File: src/rtl/eun_pkg.sv
// shared constants, types and the per-bit step function of the edge unit normal block
// no dependencies
package eun_pkg;

   localparam int COORD_WIDTH      = 16;
   localparam int NORMAL_FRAC_BITS = 14;

   localparam int MAG_W     = COORD_WIDTH + 1;
   localparam int SQ_W      = 2 * MAG_W;
   localparam int SUM_W     = SQ_W + 1;
   localparam int ACC_W     = SQ_W + 2 * NORMAL_FRAC_BITS + 5;
   localparam int NORM_W    = NORMAL_FRAC_BITS + 2;
   localparam int QUO_W     = NORMAL_FRAC_BITS + 1;
   localparam int NUM_CELLS = NORMAL_FRAC_BITS + 1;
   localparam int IDX_W     = $clog2(NUM_CELLS);

   typedef struct packed {
      logic signed [ACC_W-1:0] rem;   // 4*mag^2*2^2F - 4*u^2*sum
      logic signed [ACC_W-1:0] lin;   // 2*u*sum
      logic [QUO_W-1:0]        quo;
      logic                    neg;
   } lane_type;

   typedef struct packed {
      logic             valid;
      logic             degen;
      logic [SUM_W-1:0] sum;
      lane_type         lx;
      lane_type         ly;
   } cell_data_type;

   // try setting bit k of the quotient, keep it if (2n-1)^2*sum stays within bound
   function automatic lane_type lane_step(lane_type ln, logic [SUM_W-1:0] sum,
                                          logic [IDX_W-1:0] k);
      logic signed [ACC_W-1:0] s_ext;
      logic signed [ACC_W-1:0] rem_n;
      logic signed [ACC_W-1:0] lin_n;
      logic signed [ACC_W-1:0] test;
      lane_type                r;
      s_ext = $signed(ACC_W'(sum));
      rem_n = ln.rem - (ln.lin <<< (k + 2)) - (s_ext <<< (2 * k + 2));
      lin_n = ln.lin + (s_ext <<< (k + 1));
      test  = rem_n + (lin_n <<< 1) - s_ext;
      r = ln;
      if (test >= 0) begin
         r.rem = rem_n;
         r.lin = lin_n;
         r.quo = ln.quo | (QUO_W'(1) << k);
      end
      return r;
   endfunction

endpackage

File: src/rtl/eun_cell.sv
// one cell of the quotient chain: settles one bit of both components
// depends on eun_pkg
module eun_cell import eun_pkg::*; (
   input  logic             clock,
   input  logic             reset,
   input  logic             adv,
   input  logic [IDX_W-1:0] bit_idx,
   input  cell_data_type    din,
   output cell_data_type    dout
);

   cell_data_type data_ff, data_in;

   always_comb begin
      data_in    = din;
      data_in.lx = lane_step(din.lx, din.sum, bit_idx);
      data_in.ly = lane_step(din.ly, din.sum, bit_idx);
   end

   always_ff @(posedge clock) begin
      if (reset) begin
         data_ff.valid <= 1'b0;
      end else if (adv) begin
         data_ff.valid <= data_in.valid;
      end
   end

   always_ff @(posedge clock) begin
      if (adv) begin
         data_ff.degen <= data_in.degen;
         data_ff.sum   <= data_in.sum;
         data_ff.lx    <= data_in.lx;
         data_ff.ly    <= data_in.ly;
      end
   end

   assign dout = data_ff;

endmodule

File: config.mk
export PLATFORM = sky130hd
export DESIGN_NAME = eun_cell
export DESIGN_NICKNAME = d
export VERILOG_FILES = /design/src/rtl/eun_pkg.sv /design/src/rtl/eun_cell.sv
export SDC_FILE = /design/constraint.sdc
export NUM_CORES = 2
export LEC_CHECK = 0
export BUFFER_PORTS_ARGS = -buffer_cell sky130_fd_sc_hd__buf_2
export CORE_ASPECT_RATIO = 1.4
export CORE_MARGIN = 10
export CORE_UTILIZATION = 50
export DETAILED_ROUTE_END_ITERATION = 16
export PLACE_DENSITY = 0.71
export SLEW_MARGIN = 20
export SYNTH_ARGS = -nofsm -noshare
export SYNTH_HDL_FRONTEND = slang
export SYNTH_SLANG_ARGS = --single-unit
File: constraint.sdc
create_clock -name clock -period 27 [get_ports clock]
set_input_delay 8.1 -clock clock [delete_from_list [all_inputs] [get_ports clock]]
set_output_delay 8.1 -clock clock [all_outputs]
set_load 0.05 [all_outputs]
* After elaboration in Yosys (flattened, before gate mapping)
Cells that the tools add are included.
** Word-level totals
- Register bits after elaboration :: 337
- Input bits :: 344
- Output and inout port bits :: 337
- Word-level logic and storage cells :: 35
** Operators by class
- Add/subtract/negate cells :: 13
- Order comparisons :: 2
- Shift operators :: 5
- Muxes and demuxes :: 2
- Bitwise logic cells :: 2
** Operator list (count)
- $mux 149 :: 2
- $add 67x67->67 :: 4
- $sub 67x67->67 :: 4
- $ge 67x1->1 const B :: 2
- $sub 67x36->67 :: 2
- $sshl 36x5->67 :: 1
- $sshl 36x6->67 :: 1
- $sshl 67x32->67 :: 1
- $sshl 67x5->67 :: 1
- $or 15x15->15 :: 2
- $shl 1x4->15 const A :: 1
- $add 5x2->6 const B :: 1
- $add 4x1->5 const B :: 1
- $add 4x2->5 const B :: 1

* Logic depth before layout (Yosys ltp)
- Depth after elaboration :: 8
- Depth in mapped cells :: 47
- Depth with buffers taken out :: 39

* Worst setup path before layout
No wires, ideal clock.
- Path kind :: in2reg
- Start :: input port bit_idx[1]
- End :: register data_ff (netlist bit dout[104]), data pin
- Library setup time :: 0.260 ns
- Arrival :: 18.668 ns
- Required time :: 26.740 ns
- Setup slack :: 8.072 ns
- Stages :: 43
- Path buffers :: 8
- Cells stage by stage :: clkbuf_1 -> clkbuf_1 -> clkbuf_1 -> clkbuf_1 -> inv_1 -> ha_1 -> clkbuf_1 -> buf_1 -> clkbuf_1 -> nor2_1 -> nand3_1 -> o22ai_1 -> ha_1 -> inv_1 -> ha_1 -> or2_2 -> fa_1 -> a21oi_1 -> [7 not listed] -> o21ai_0 -> a221oi_1 -> xor2_1 -> ha_1 -> inv_1 -> ha_1 -> nand4_1 -> nor3_2 -> nand4_1 -> or3_1 -> nor4_2 -> nand3_1 -> a32oi_2 -> and4b_1 -> a2111oi_4 -> xnor2_1 -> buf_2 -> mux2_2
** RTL lines
- from (decl) :: RTL line eun_cell.sv:7 : input logic [IDX_W-1:0] bit_idx,
- to (decl) :: RTL line eun_cell.sv:12 : cell_data_type data_ff, data_in;

==> impl_metrics.toml <==
[outcome]
status = "finished clean"

[critical_path]
required_ns = 27.29
critical_path_class = "in2reg"
critPathSlowestCell = "a2111oi_1"
cp-start-kind = "primary input"
cp_max_fo = 213
cp_top_family = "compound AO/OA/AOI/OAI gates"
end_kind = "register"
arrival_ns = 21.70
crit_path_max_incr_delay_ns = 1.04
path_buf_inv = 7

[cts]
numCtsBuffers = 36
cts_sinks = 337
clk_latency_ns = 0.59
ctsLongestPathBuffers = 3
cts-resized-gates = 0
postCtsSetupRepairBufs = 0
clock_tree.htree_level_count = 2
clk_pin_slew_worst_paths_ns = 0.06
cts-root-buf = "clkbuf_16"
ctsHoldBuffers = 0
cts_tree = "done"

[route]
routedWlPerCell_microns = 32.95
vias_per_cell = 6.575
drc = 0
first_pass_iters = 6
ant_nets = 0
vias = 48990
drt_wl_total_microns = 245500
drtIter0Drc = 5277

[pwr]
ir_worst_vdd_mv = 0.4816
p_leak_nw = 23.89
seq_power_share = 0.138
p_int_mw = 3.769
powerDensity_nw_per_um2 = 159.6
clkPwrFrac = 0.064
design_power_total_mw = 8.595
p_switching_mw = 4.826
p_sw_frac = 0.5615
pwr-share-comb = 0.798

[timing]
finalCritPeriodShare = 0.7928
fin_crit_ns = 21.41
worst_slew_pin_slew_ns = 1.285
rsz0062_at_grt = "false"
setup_tns_ns = 0
drv_slew = 0
hold_viol = 0
clock_skew_ns = 0
fmax_ghz = 0.04671
relSlewSlack = 0.1413
timing.final.ws_setup_ns = 5.594
setup_violations = 0

[yosys]
ys_seq_area_frac = 0.2093
synthesis.nets = 6743
yosys_warnings = 0
synthFlopType = "edfxtp_1"
syn_area_per_cell_sq_um = 8.432
syn_inst = 5728
synth-seq-cells = 337
synth-edff-count = 336
synthArstFlopShare = 0
synth_area_sq_um = 48300
ys_types = 86

[cells_and_area]
multiInputGateArea_sq_um = 35450
area_delta_synth_final_pct = 11.47
layout-drive-gt1-share = 0.1772
layoutNonFillerInstCount = 7450
num-fill-cells = 9004
seqCellArea_sq_um = 10110
post-route-util = 0.5634
largest_reg_flops = 337
nets = 7204

[global_routing]
grt_use_total = 0.4329
antenna_found_initial = 29
grt_max_degree = 214
grt_pass1_vias = 48330
grt-ovfl-total = 0
grt_pass1_wl_microns = 342400

[die]
core_area_sq_um = 95570
rows = 134
num_io_pins = 681
start_util = 0.5054
dieArea_sq_um = 109600
fp.dieW_microns = 282.7
die_h_microns = 387.7

[place]
dp_cells = 7374
preCtsSetupSlack_ns = 5.765
io_buffer_count = 680
gp_congestion = 1.092
dp_hpwl_microns = 205700

[job]
maxCapViolCount = 0

[min_path]
hp-class = "reg2reg"
[layout make-up]
| cell class | instances | area share |
|---|---|---|
| Tap cell | 1224 | 0.02845 |
| Clock buffer | 41 | 0.01766 |
| Antenna cell | 13 | 0.0006042 |
| Sequential cell | 337 | 0.1878 |
| Multi-Input combinational cell | 4659 | 0.6585 |
| Clock inverter | 21 | 0.005392 |
| Timing Repair Buffer | 737 | 0.07249 |
| Inverter | 418 | 0.02917 |
[cells in the final DEF, fill, tap and decap left out, drive strengths merged, types with 168 or more instances in the layout]
cell type / count
a21oi: 436
a21o: 168
nand2: 650
nor2: 555
fa: 198
edfxtp: 336
ha: 473
inv: 417
o21ai: 537
buf: 737
[metal layers]
metal / part of all wire / GRT usage / vias up
met3: 0.090 / 0.09389 / 995
met2: 0.45 / 0.6847 / 3069
met5: 0.00041 / 0 / -
li1: - / - / 21580
met4: 0.13 / 0.4685 / 18
met1: 0.33 / 0.4523 / 23320
[through the flow]
stage	area [sq um]	hold slack, ns
2_1_floorplan	48300	0.7326
4_1_cts	53760	0.5075
3_5_place_dp	52520	0.4887
3_3_place_gp	52510	0.4771
6_report	53840	0.5123
5_1_grt	53810	0.5347
[power by group through the flow]
stage | sequential (mW) | combinational (mW) | clock (mW)
6_report | 1.19 | 6.86 | 0.548
5_1_grt | 1.20 | 7.44 | 0.570
4_1_cts | 1.19 | 6.75 | 0.555
3_5_place_dp | 1.19 | 6.71 | 0
3_3_place_gp | 1.19 | 6.56 | 0
2_1_floorplan | 1.99 | 4.19 | 0
[cell usage after synthesis, types with 8 or more instances]
| master | count | area share |
|---|---|---|
| or3_1 | 14 | 0.0018 |
| nor3_1 | 57 | 0.0059 |
| a21boi_0 | 22 | 0.0034 |
| a311oi_1 | 8 | 0.0015 |
| o22a_1 | 11 | 0.0020 |
| fa_1 | 198 | 0.082 |
| o211ai_1 | 28 | 0.0044 |
| nor4_1 | 16 | 0.0021 |
| inv_1 | 415 | 0.032 |
| a31o_2 | 8 | 0.0015 |
| a21o_1 | 168 | 0.026 |
| ha_1 | 473 | 0.12 |
| mux2i_1 | 164 | 0.034 |
| mux4_2 | 107 | 0.050 |
| a22oi_1 | 10 | 0.0016 |
| o22ai_1 | 39 | 0.0051 |
| o21a_1 | 36 | 0.0056 |
| o21ai_0 | 462 | 0.048 |
| or2_2 | 12 | 0.0016 |
| nor2b_1 | 49 | 0.0063 |
| mux2_2 | 140 | 0.033 |
| buf_6 | 14 | 0.0033 |
| buf_1 | 53 | 0.0041 |
| xor2_1 | 126 | 0.023 |
| nor2_1 | 555 | 0.043 |
| a221oi_1 | 23 | 0.0042 |
| o31ai_1 | 22 | 0.0034 |
| mux2_1 | 9 | 0.0021 |
| nand4_1 | 91 | 0.012 |
| nand2_1 | 650 | 0.051 |
| o21bai_1 | 87 | 0.014 |
| and2_1 | 34 | 0.0044 |
| a211oi_1 | 43 | 0.0067 |
| edfxtp_1 | 336 | 0.21 |
| a211o_1 | 16 | 0.0029 |
| buf_2 | 25 | 0.0026 |
| nand2b_1 | 32 | 0.0041 |
| xnor2_1 | 145 | 0.026 |
| o21ai_1 | 75 | 0.0078 |
| a21oi_1 | 436 | 0.045 |
| clkbuf_1 | 216 | 0.017 |
| and3_1 | 36 | 0.0047 |
| a31oi_1 | 65 | 0.0084 |
| nand3_1 | 84 | 0.0087 |
[final timing paths]
kind                               start                     end  slack [ns]  depth (start not counted)
setup / recovery              bit_idx[1]      dout[22]$_DFFE_PP_        5.59                         35
hold / removal    dout[336]$_SDFFE_PP0P_  dout[336]$_SDFFE_PP0P_        0.51                          2
setup reg to reg  dout[336]$_SDFFE_PP0P_  dout[336]$_SDFFE_PP0P_       26.42                          2
hold reg to reg   dout[336]$_SDFFE_PP0P_  dout[336]$_SDFFE_PP0P_        0.51                          2
[cells by family after synthesis]
family | after synthesis | share of synthesized area
simple gates | 1656 | 0.1498
compound gates | 1637 | 0.2071
buf+inv | 732 | 0.06018
fa+ha+maj | 673 | 0.2050
mux | 420 | 0.1186
flops | 337 | 0.2093
xor+xnor | 273 | 0.04997
[worst reg2reg max path, cell delays in order (launching register included)]
cell	delay, ns
dfxtp_1	0.31
mux2i_1	0.12
nor2_1	0.05
No activity file was read; power rests on OpenSTA's default activity.
