## config.mk

```make
export PLATFORM = sky130hd
export DESIGN_NAME = eun_front
export DESIGN_NICKNAME = d
export VERILOG_FILES = /design/src/rtl/eun_pkg.sv /design/src/rtl/eun_front.sv
export SDC_FILE = /design/constraint.sdc
export NUM_CORES = 1
export LEC_CHECK = 0
export BUFFER_PORTS_ARGS = -buffer_cell sky130_fd_sc_hd__buf_2
export CAP_MARGIN = 30
export CORE_UTILIZATION = 30
export DETAILED_ROUTE_END_ITERATION = 8
export PLACE_DENSITY = 0.56
export SYNTH_ARGS = -nofsm -noshare
export SYNTH_HDL_FRONTEND = slang
export SYNTH_SLANG_ARGS = --single-unit
```

## constraint.sdc

```tcl
create_clock -name clock -period 9.9 [get_ports clock]
set_input_delay 0.99 -clock clock [delete_from_list [all_inputs] [get_ports clock]]
set_output_delay 0.99 -clock clock [all_outputs]
set_load 0.01 [all_outputs]
```

## src/rtl/eun_pkg.sv

```systemverilog
// shared constants, types and the per-bit step function of the edge unit normal block
// no dependencies
package eun_pkg;

   localparam int COORD_WIDTH      = 16;
   localparam int NORMAL_FRAC_BITS = 14;

   localparam int MAG_W     = COORD_WIDTH + 1;
   localparam int SQ_W      = 2 * MAG_W;
   localparam int SUM_W     = SQ_W + 1;
   localparam int ACC_W     = SQ_W + 2 * NORMAL_FRAC_BITS + 5;
   localparam int NORM_W    = NORMAL_FRAC_BITS + 2;
   localparam int QUO_W     = NORMAL_FRAC_BITS + 1;
   localparam int NUM_CELLS = NORMAL_FRAC_BITS + 1;
   localparam int IDX_W     = $clog2(NUM_CELLS);

   typedef struct packed {
      logic signed [ACC_W-1:0] rem;   // 4*mag^2*2^2F - 4*u^2*sum
      logic signed [ACC_W-1:0] lin;   // 2*u*sum
      logic [QUO_W-1:0]        quo;
      logic                    neg;
   } lane_type;

   typedef struct packed {
      logic             valid;
      logic             degen;
      logic [SUM_W-1:0] sum;
      lane_type         lx;
      lane_type         ly;
   } cell_data_type;

   // try setting bit k of the quotient, keep it if (2n-1)^2*sum stays within bound
   function automatic lane_type lane_step(lane_type ln, logic [SUM_W-1:0] sum,
                                          logic [IDX_W-1:0] k);
      logic signed [ACC_W-1:0] s_ext;
      logic signed [ACC_W-1:0] rem_n;
      logic signed [ACC_W-1:0] lin_n;
      logic signed [ACC_W-1:0] test;
      lane_type                r;
      s_ext = $signed(ACC_W'(sum));
      rem_n = ln.rem - (ln.lin <<< (k + 2)) - (s_ext <<< (2 * k + 2));
      lin_n = ln.lin + (s_ext <<< (k + 1));
      test  = rem_n + (lin_n <<< 1) - s_ext;
      r = ln;
      if (test >= 0) begin
         r.rem = rem_n;
         r.lin = lin_n;
         r.quo = ln.quo | (QUO_W'(1) << k);
      end
      return r;
   endfunction

endpackage

```

## src/rtl/eun_front.sv

```systemverilog
// front end: edge vector, magnitudes, squares and squared length
// depends on eun_pkg
module eun_front import eun_pkg::*; (
   input  logic                          clock,
   input  logic                          reset,
   input  logic                          adv,
   input  logic                          in_valid,
   input  logic signed [COORD_WIDTH-1:0] x1,
   input  logic signed [COORD_WIDTH-1:0] y1,
   input  logic signed [COORD_WIDTH-1:0] x2,
   input  logic signed [COORD_WIDTH-1:0] y2,
   output cell_data_type                 dout
);

   logic signed [MAG_W-1:0] a_diff, b_diff;
   logic             va_ff, va_in;
   logic [MAG_W-1:0] ma_ff, ma_in, mb_ff, mb_in;
   logic             na_ff, na_in, nb_ff, nb_in;
   cell_data_type    out_ff, out_in;
   logic [SQ_W-1:0]  sqa, sqb;

   always_comb begin
      a_diff = MAG_W'(y1) - MAG_W'(y2);
      b_diff = MAG_W'(x2) - MAG_W'(x1);
      va_in  = in_valid;
      na_in  = a_diff[MAG_W-1];
      nb_in  = b_diff[MAG_W-1];
      ma_in  = na_in ? MAG_W'(-a_diff) : MAG_W'(a_diff);
      mb_in  = nb_in ? MAG_W'(-b_diff) : MAG_W'(b_diff);
   end

   always_comb begin
      sqa = SQ_W'(ma_ff) * SQ_W'(ma_ff);
      sqb = SQ_W'(mb_ff) * SQ_W'(mb_ff);
      out_in.valid  = va_ff;
      out_in.degen  = (ma_ff == '0) && (mb_ff == '0);
      out_in.sum    = SUM_W'(sqa) + SUM_W'(sqb);
      out_in.lx.rem = $signed(ACC_W'(sqa)) <<< (2 * NORMAL_FRAC_BITS + 2);
      out_in.lx.lin = '0;
      out_in.lx.quo = '0;
      out_in.lx.neg = na_ff;
      out_in.ly.rem = $signed(ACC_W'(sqb)) <<< (2 * NORMAL_FRAC_BITS + 2);
      out_in.ly.lin = '0;
      out_in.ly.quo = '0;
      out_in.ly.neg = nb_ff;
   end

   always_ff @(posedge clock) begin
      if (reset) begin
         va_ff        <= 1'b0;
         out_ff.valid <= 1'b0;
      end else if (adv) begin
         va_ff        <= va_in;
         out_ff.valid <= out_in.valid;
      end
   end

   always_ff @(posedge clock) begin
      if (adv) begin
         ma_ff        <= ma_in;
         mb_ff        <= mb_in;
         na_ff        <= na_in;
         nb_ff        <= nb_in;
         out_ff.degen <= out_in.degen;
         out_ff.sum   <= out_in.sum;
         out_ff.lx    <= out_in.lx;
         out_ff.ly    <= out_in.ly;
      end
   end

   assign dout = out_ff;

endmodule

```

# Yosys cells after proc, flatten, opt, wreduce, memory -nomap -nowiden

Cells that the tools add are included.

Output and inout bits: 337
Word-level logic and storage cells: 26
Bits of input ports: 68
Register bits: 144

Mux-type cells: 2
Reduce and logical (&&, ||, !) cells: 3
$mul: 2
Add/sub/neg operators: 5

Operators with widths:

| cell                                           | count |
|---|---|
| 17-bit by 17-bit multiplier with 34-bit output | 2 |
| 34-bit by 34-bit adder with 35-bit output      | 1 |
| 17-bit zero test                               | 2 |
| 17-bit negator                                 | 2 |
| 16-bit by 16-bit subtractor with 17-bit output | 2 |
| 16-bit two-way mux                             | 2 |
| 1-bit logical AND                              | 1 |

# Logic depth before layout (Yosys ltp)

Gate-level depths: netlist of run 1.

Word-level depth: 3
Depth in mapped cells: 34
Gate-level depth less buffers: 34

# Worst setup path after synthesis of run 1

Ideal clock, no wire load.

Kind: register to register
Start: register mb_ff[2]
End: register out_ff, in the netlist dout[332], data pin
Period minus slack after synthesis: 8013 ps
Stages on the path, launching flop included: 33
Library setup time: 272 ps
Arrival: 7741 ps
Buffers on the path: 1
Setup slack: 1887 ps
Required time: 9628 ps
Cells stage by stage: edfxtp_1 -> clkbuf_1 -> nand2_1 -> fa_1 -> inv_1 -> fa_1 -> inv_1 -> fa_1 -> inv_1 -> fa_1 -> fa_1 -> inv_1 -> fa_1 -> inv_1 -> ha_1 -> a21o_1 -> or3_1 -> a211o_1 -> a31oi_1 -> o21bai_1 -> a21oi_1 -> xnor2_1 -> ha_1 -> inv_1 -> a21oi_1 -> a311oi_1 -> o31ai_1 -> o2111ai_1 -> nand4_1 -> o2111ai_1 -> a21oi_2 -> o211a_1 -> or4_1

RTL lines:

| item                     | line            | text |
|---|---|---|
| start: declaration       | eun_front.sv:17 | `logic [MAG_W-1:0] ma_ff, ma_in, mb_ff, mb_in;` |
| start signal: assignment | eun_front.sv:61 | `mb_ff <= mb_in;` |
| end: declaration         | eun_front.sv:19 | `cell_data_type out_ff, out_in;` |

==> results of run 1 <==
==> worst register-to-register path, delay by kind of cell, from the launching register on <==
family          cells  cell delay, ps
fa+ha+maj           8            3620
compound gates      7            2160
simple gates        7            1710
flops               1             740
buf+inv             6             320
xor+xnor            1             130
==> cells in the mapped netlist (all sizes together), types with 20 or more instances <==
| library cell | number |
|---|---|
| buf | 232 |
| o21ai | 59 |
| clkbuf | 48 |
| a21oi | 101 |
| ha | 281 |
| inv | 641 |
| edfxtp | 140 |
| fa | 383 |
| nand2 | 206 |
| nor2 | 86 |
| nand2b | 20 |
| xor2 | 43 |
| and2 | 119 |
| xnor2 | 111 |
| nor2b | 23 |
| nor3 | 26 |
| a21o | 48 |
| nand3 | 25 |
==> cell type report <==
cell class,count,share of cell area [%]
Timing Repair Buffer,182,3.351
Clock buffer,18,1.526
Clock inverter,14,0.5607
Tap cell,1155,5.140
Inverter,641,8.557
Multi-Input combinational cell,1960,65.77
Sequential cell,142,15.09
==> cell usage in the layout, fill, tap and decap left out, types with 10 or more instances in the layout <==
cell type / count
inv_1: 641
fa_1: 383
ha_1: 281
conb_1: 232
nand2_1: 206
buf_2: 171
edfxtp_1: 140
and2_1: 119
xnor2_1: 111
a21oi_1: 99
nor2_1: 86
o21ai_0: 56
a21o_1: 47
xor2_1: 43
nor3_1: 26
nand3_1: 25
nor2b_1: 23
nand2b_1: 20
o21bai_1: 18
clkbuf_16: 17
nor4_1: 16
o21a_1: 15
nand4_1: 12
a31oi_1: 10
buf_4: 10
==> registers in the layout, summed over array words and instances (netlist names) <==
register and cells:
nb_ff 1, ma_ff 17, dout 105, na_ff 1
mb_ff 17, va_ff 1
==> layer usage <==
metal | global-route usage (%) | vias up
li1 | - | 8622
met1 | 18.30 | 8791
met2 | 22.93 | 439
met3 | 2.856 | 48
met4 | 3.412 | 0
met5 | 0 | -
==> logic make-up after synthesis <==
| kind of cell | synth area share [%] |
|---|---|
| buffers and inverters | 16.52 |
| adders and majority gates | 42.69 |
| and+or+nand+nor | 10.80 |
| AOI/OAI and AO/OA | 8.186 |
| xor gates and xnor gates | 5.149 |
| DFF | 16.20 |
| muxes | 0.4394 |
| other | 0.01431 |
==> worst max-delay path by stage <==
stage                               end  slack [ps]  depth (start not counted)
global route        dout[332]$_DFFE_PP_         370                         30
detailed placement  dout[332]$_DFFE_PP_         980                         29
global placement    dout[332]$_DFFE_PP_        1100                         29
CTS                 dout[332]$_DFFE_PP_         970                         29
floorplan           dout[332]$_DFFE_PP_        1890                         32
finish              dout[332]$_DFFE_PP_         950                         29
==> through the flow <==
step	cells	hold WS, ps	setup slack [ps]	utilization (%)	area (sq um)
finish	4112	423.4	945.8	32.46	28120
global route	4112	442.9	372.7	32.46	28120
CTS	4112	426.8	971.3	32.46	28120
detailed placement	4080	411.9	980.5	31.78	27530
global placement	4079	403.0	1103	31.77	27520
floorplan	3023	400.3	1887	-	27060
==> metrics.md, run 1 <==
| Metric | Value |
|---|---|
| RSZ-0062 raised after global routing | no |
| Sink Count | 142 |
| Worst R2R Path Depth | 29 |
| Clk slew on worst S/H paths | 70 ps |
| #FFs+latches synth | 142 |
| CTS tree | done |
| # IOs | 405 |
| Root buffer cell | clkbuf_16 |
| Status | finished, final reports clean |
| Hold Crit Endpoint | dout[0]$_DFFE_PP_ |
| Fillers | 9034 |
| Vias/cell | 4.353 |
| Grt ovf | 0 |
| R2r setup slk | 950 ps |
| CP Launch Point | mb_ff[4]$_DFFE_PP_ |
| Total Routing Usage GR | 13.82% |
| Critical Setup Path Class | reg2reg |
| Distinct cell type count of the synthesized netlist | 66 |
| Worst slew margin | 37.86% |
| Min cycle time layout | 8954 ps |
| Post-Syn Area | 26200 sq um |
| Cells after synthesis | 2792 |
| Initial Util | 30.24% |
| Largest net degree at the start of global routing | 79 |
| Tcrit/Tclk final | 90.45% |
| Hold depth | 0 |
| Arrival @ worst endpoint | 9190 ps |
| DRC violations left | 0 |
| Final HPWL DP | 49.19 mm |
| Initial drt markers | 812 |
| Hold Buf Count CTS | 0 |
| Core Region | 86620 sq um |
| Post-synth top area cell | fa_1 |
| Final hold violations | 0 |
| Rows | 108 |
| Mean area per synthesized cell | 9.383 sq um |
| ANT cells | 0 |
| Multi-input logic area | 18490 sq um |
| Sequential area share after synthesis | 16.20% |
| Met2 WL | 27.74 mm |
| Critical path's largest stage delay | 740 ps |
| Area of the die | 88510 sq um |
| EDFF count, synth | 140 |
| Wire per inst | 14.31 microns |
| Setup TNS | 0 ps |
| Final setup fails | 0 |
| Setup Buffers After CTS | 0 |
| Ys async rst share | 0% |
| Post-synth top area share | 29.27% |
| Routed via count | 17.90k |
| Metal-1 WL | 26.79 mm |
| RR Startpoint | mb_ff[4]$_DFFE_PP_ |
| Hold path start | nb_ff$_DFFE_PP_ |
| Timing-limited maximum frequency | 111.7 MHz |
| Initial antenna violation count | 2 |
| GP Congestion | 0.8499 |
| Worst-Skew Late Latency | 490 ps |
| CP Max Fanout | 17 |
| Critical path endpoint category | register |
| R2R Path End | dout[332]$_DFFE_PP_ |
| Max cap viols | 0 |
| Die W | 297.5 microns |
| Ys flop type | edfxtp_1 |
| Top delay family on crit path | adder cells |
| IO buf count | 172 |
| Final Max Tran Viols | 0 |
| Post_cts resized | 0 |
| Final net count | 3676 |
| Share of cells above drive strength 1 | 8.049% |
| Vias in the first global route | 18.16k |
| First-pass DRT Iterations | 5 |
| Total Wirelength | 58.86 mm |
| Synth-to-layout area growth | 7.327% |
| Worst-margin pin slew | 932.0 ps |
| First-pass GRT wire length | 95.83 mm |
| CTS buffer count | 17 |
| DRT antenna net count | 0 |
| Wire length on met3 | 3.359 mm |
| Startpoint Class | register |
| Hold WC Path Type | reg2reg |
| Yosys warns | 0 |
| Crit path required time | 10130 ps |
| Vert. Die Dim | 297.5 microns |
| Top layer in use | met4 |
| Max Buffers Root-to-Sink | 2 |
| Synth top area cells | fa_1 (29%), edfxtp_1 (16%), ha_1 (13%) |
| H-tree lvl count | 4 |
| Slowest cell on the critical path | edfxtp_1 |
| Fin Clk Skew | 12.26 ps |
| Register Area | 4244 sq um |
| Buf/Inv on CP | 6 |
Power of run 1 is not shown: default switching activity piles up to over one toggle a cycle in this logic, so the estimate is an artifact.
==> inputs of run 2 (changes only) <==
--- a/config.mk
+++ b/config.mk
@@ -9,7 +9,7 @@
 export CAP_MARGIN = 30
 export CORE_UTILIZATION = 30
 export DETAILED_ROUTE_END_ITERATION = 8
-export PLACE_DENSITY = 0.56
+export PLACE_DENSITY = 0.57
 export SYNTH_ARGS = -nofsm -noshare
 export SYNTH_HDL_FRONTEND = slang
 export SYNTH_SLANG_ARGS = --single-unit
==> constraint.sdc (replaced) <==
create_clock -name clock -period 7.4 [get_ports clock]
set_input_delay 0.74 -clock clock [delete_from_list [all_inputs] [get_ports clock]]
set_output_delay 0.74 -clock clock [all_outputs]
set_load 0.01 [all_outputs]
==> metrics.md, run 2 (synthesis gave the netlist of run 1 again) <==
| Metric | Value |
|---|---|
| Timing-limited maximum frequency | 128.4 MHz (+15%) |
| R2r setup slk | -390 ps (-1330 ps) |
| Worst Hold Slack | 414.8 ps (-8.598 ps) |
| Critical path endpoint category | register |
| H-tree lvl count | 4 (unchanged) |
| Post-Place Cell Area | 30480 sq um (+11%) |
| Core Region | 86620 sq um (unchanged) |
| Fin Clk Skew | 21.90 ps (+9.642 ps) |
| DRC violations left | 0 (unchanged) |
| Die W | 297.5 microns (unchanged) |
| Largest net degree at the start of global routing | 78 (-1.3%) |
| Most common cell after layout, fill and taps aside | inv_1 |
| GP Congestion | 0.8524 (+0.29%) |
| Vias/cell | 4.299 (-1.3%) |
| Final setup fails | 8 (+8) |
| Vias in the first global route | 19.73k (+8.7%) |
| Final Max Tran Viols | 0 (unchanged) |
| Most used cell, CP | fa_1 |
| DRT antenna net count | 0 (unchanged) |
| Total Wirelength | 61.89 mm (+5.2%) |
| Finished Layout Cells | 4557 (+11%) |
| CTS buffer count | 17 (unchanged) |
| Final worst slack | -389.0 ps (-1335 ps) |
| Placed cell count | 4458 (+9.3%) |
| Tcrit/Tclk final | 105.3% (+15 points) |
| Final Instance Area | 32710 sq um (+16%) |
| Vert. Die Dim | 297.5 microns (unchanged) |
| Most frequent cells in the layout | inv_1 (609), buf_4 (422), fa_1 (366) |
| Critical path's largest stage delay | 550 ps (-190 ps) |
| Arrival @ worst endpoint | 8030 ps (-1160 ps) |
| Total Routing Usage GR | 14.31% (+0.49 points) |
| First-pass GRT wire length | 100.5 mm (+4.9%) |
| Initial Util | 30.24% (unchanged) |
| Failing checks | setup timing |
| Initial antenna violation count | 1 (-1) |
| Root buffer cell | clkbuf_16 |
| Wire per inst | 13.58 microns (-5.1%) |
| IO buf count | 172 (unchanged) |
| CTS tree | done |
| Critical Setup Path Class | reg2reg |
| Initial drt markers | 722 (-11%) |
| Grt ovf | 0 (unchanged) |
| Area of the die | 88510 sq um (unchanged) |
| Worst Setup EP | dout[332]$_DFFE_PP_ |
| Worst slew margin | 51.28% (+13 points) |
| Startpoint Class | register |
| Slowest cell on the critical path | fa_1 |
| CP Launch Point | mb_ff[4]$_DFFE_PP_ |
| # IOs | 405 (unchanged) |
| Final hold violations | 0 (unchanged) |
| Hold WC Path Type | in2reg |
| First-pass DRT Iterations | 5 (unchanged) |
| CP Max Fanout | 8 (-9) |
| Sink Count | 142 (unchanged) |
| Final net count | 4121 (+12%) |
| Routed via count | 19.59k (+9.4%) |
| Rows | 108 (unchanged) |
| RR Startpoint | mb_ff[4]$_DFFE_PP_ |
| R2R Path End | dout[332]$_DFFE_PP_ |
| ANT cells | 0 (unchanged) |
| Synth-to-layout area growth | 24.85% |
| Max Buffers Root-to-Sink | 2 (unchanged) |
| Share of cells above drive strength 1 | 25.75% (+18 points) |
| Max cap viols | 0 (unchanged) |
| Worst-Skew Late Latency | 510 ps (+20 ps) |
| Final HPWL DP | 51.47 mm (+4.6%) |
| Crit path required time | 7640 ps (-2490 ps) |
| Min cycle time layout | 7789 ps (-1165 ps) |
| RSZ-0062 raised after global routing | yes |
| Clk slew on worst S/H paths | 80 ps (about the same) |
| Number of flip-flops in the largest register | 105 (unchanged) |
| Status | finished, violations left |
| Worst R2R Path Depth | 30 (+3.4%) |
| Worst-margin pin slew | 730.8 ps (-201.3 ps) |
run 2: worst min path at each step:
stage                          from                  end  slack, ps  depth (start not counted)
floorplan           nb_ff$_DFFE_PP_    dout[0]$_DFFE_PP_        400                          0
global placement    na_ff$_DFFE_PP_  dout[150]$_DFFE_PP_        400                          0
detailed placement  na_ff$_DFFE_PP_  dout[150]$_DFFE_PP_        420                          0
CTS                           reset   va_ff$_SDFFE_PP0P_        370                          2
global route                  reset   va_ff$_SDFFE_PP0P_        400                          2
finish                        reset   va_ff$_SDFFE_PP0P_        410                          2
run 2: layer usage:
layer  vias up  wire length, microns  global-route usage, %
li1       9501                     -                      -
met5         -                     0                      0
met2       471                 28850                  22.97
met3        54                  3022                  2.337
met1      9563                 28900                  19.82
met4         0                  1128                  3.915
run 2: through the flow:
step	TNS (ps)	util [%]	setup WS [ps]
2_1_floorplan	-287.7	-	-287.7
3_3_place_gp	-4019	35.19	-658.6
3_5_place_dp	-4896	35.19	-736.6
4_1_cts	-1332	37.05	-381.7
5_1_grt	-4333	37.76	-715.8
6_report	-1662	37.76	-389.0
run 2: area by class of cell:
type	count	area [sq um]
Inverter	641	2406
Multi-Input combinational cell	1960	19530
Tap cell	1155	1445
Clock buffer	17	425.4
Timing Repair Buffer	627	4442
Clock inverter	15	220.2
Sequential cell	142	4244
Fill cell	8724	53910
run 2: timing repair:
item / in CTS / in global routing
gates cloned: 0 / 0
resized for setup: 136 / 114
hold buffers: 0 / 0
endpoints found under the setup margin: 13 / 15
pin swaps: 99 / 70
setup buffers: 43 / 24
run 2: worst max-delay path: cells and delay by family, from the launching register on:
kind | cells | cell delay [ps]
DFF | 1 | 400
buffers and inverters | 8 | 740
xor gates and xnor gates | 1 | 190
AOI/OAI and AO/OA | 7 | 1220
and+or+nand+nor | 6 | 1470
adders and majority gates | 8 | 3480
Power of run 2 is left out for the same reason.
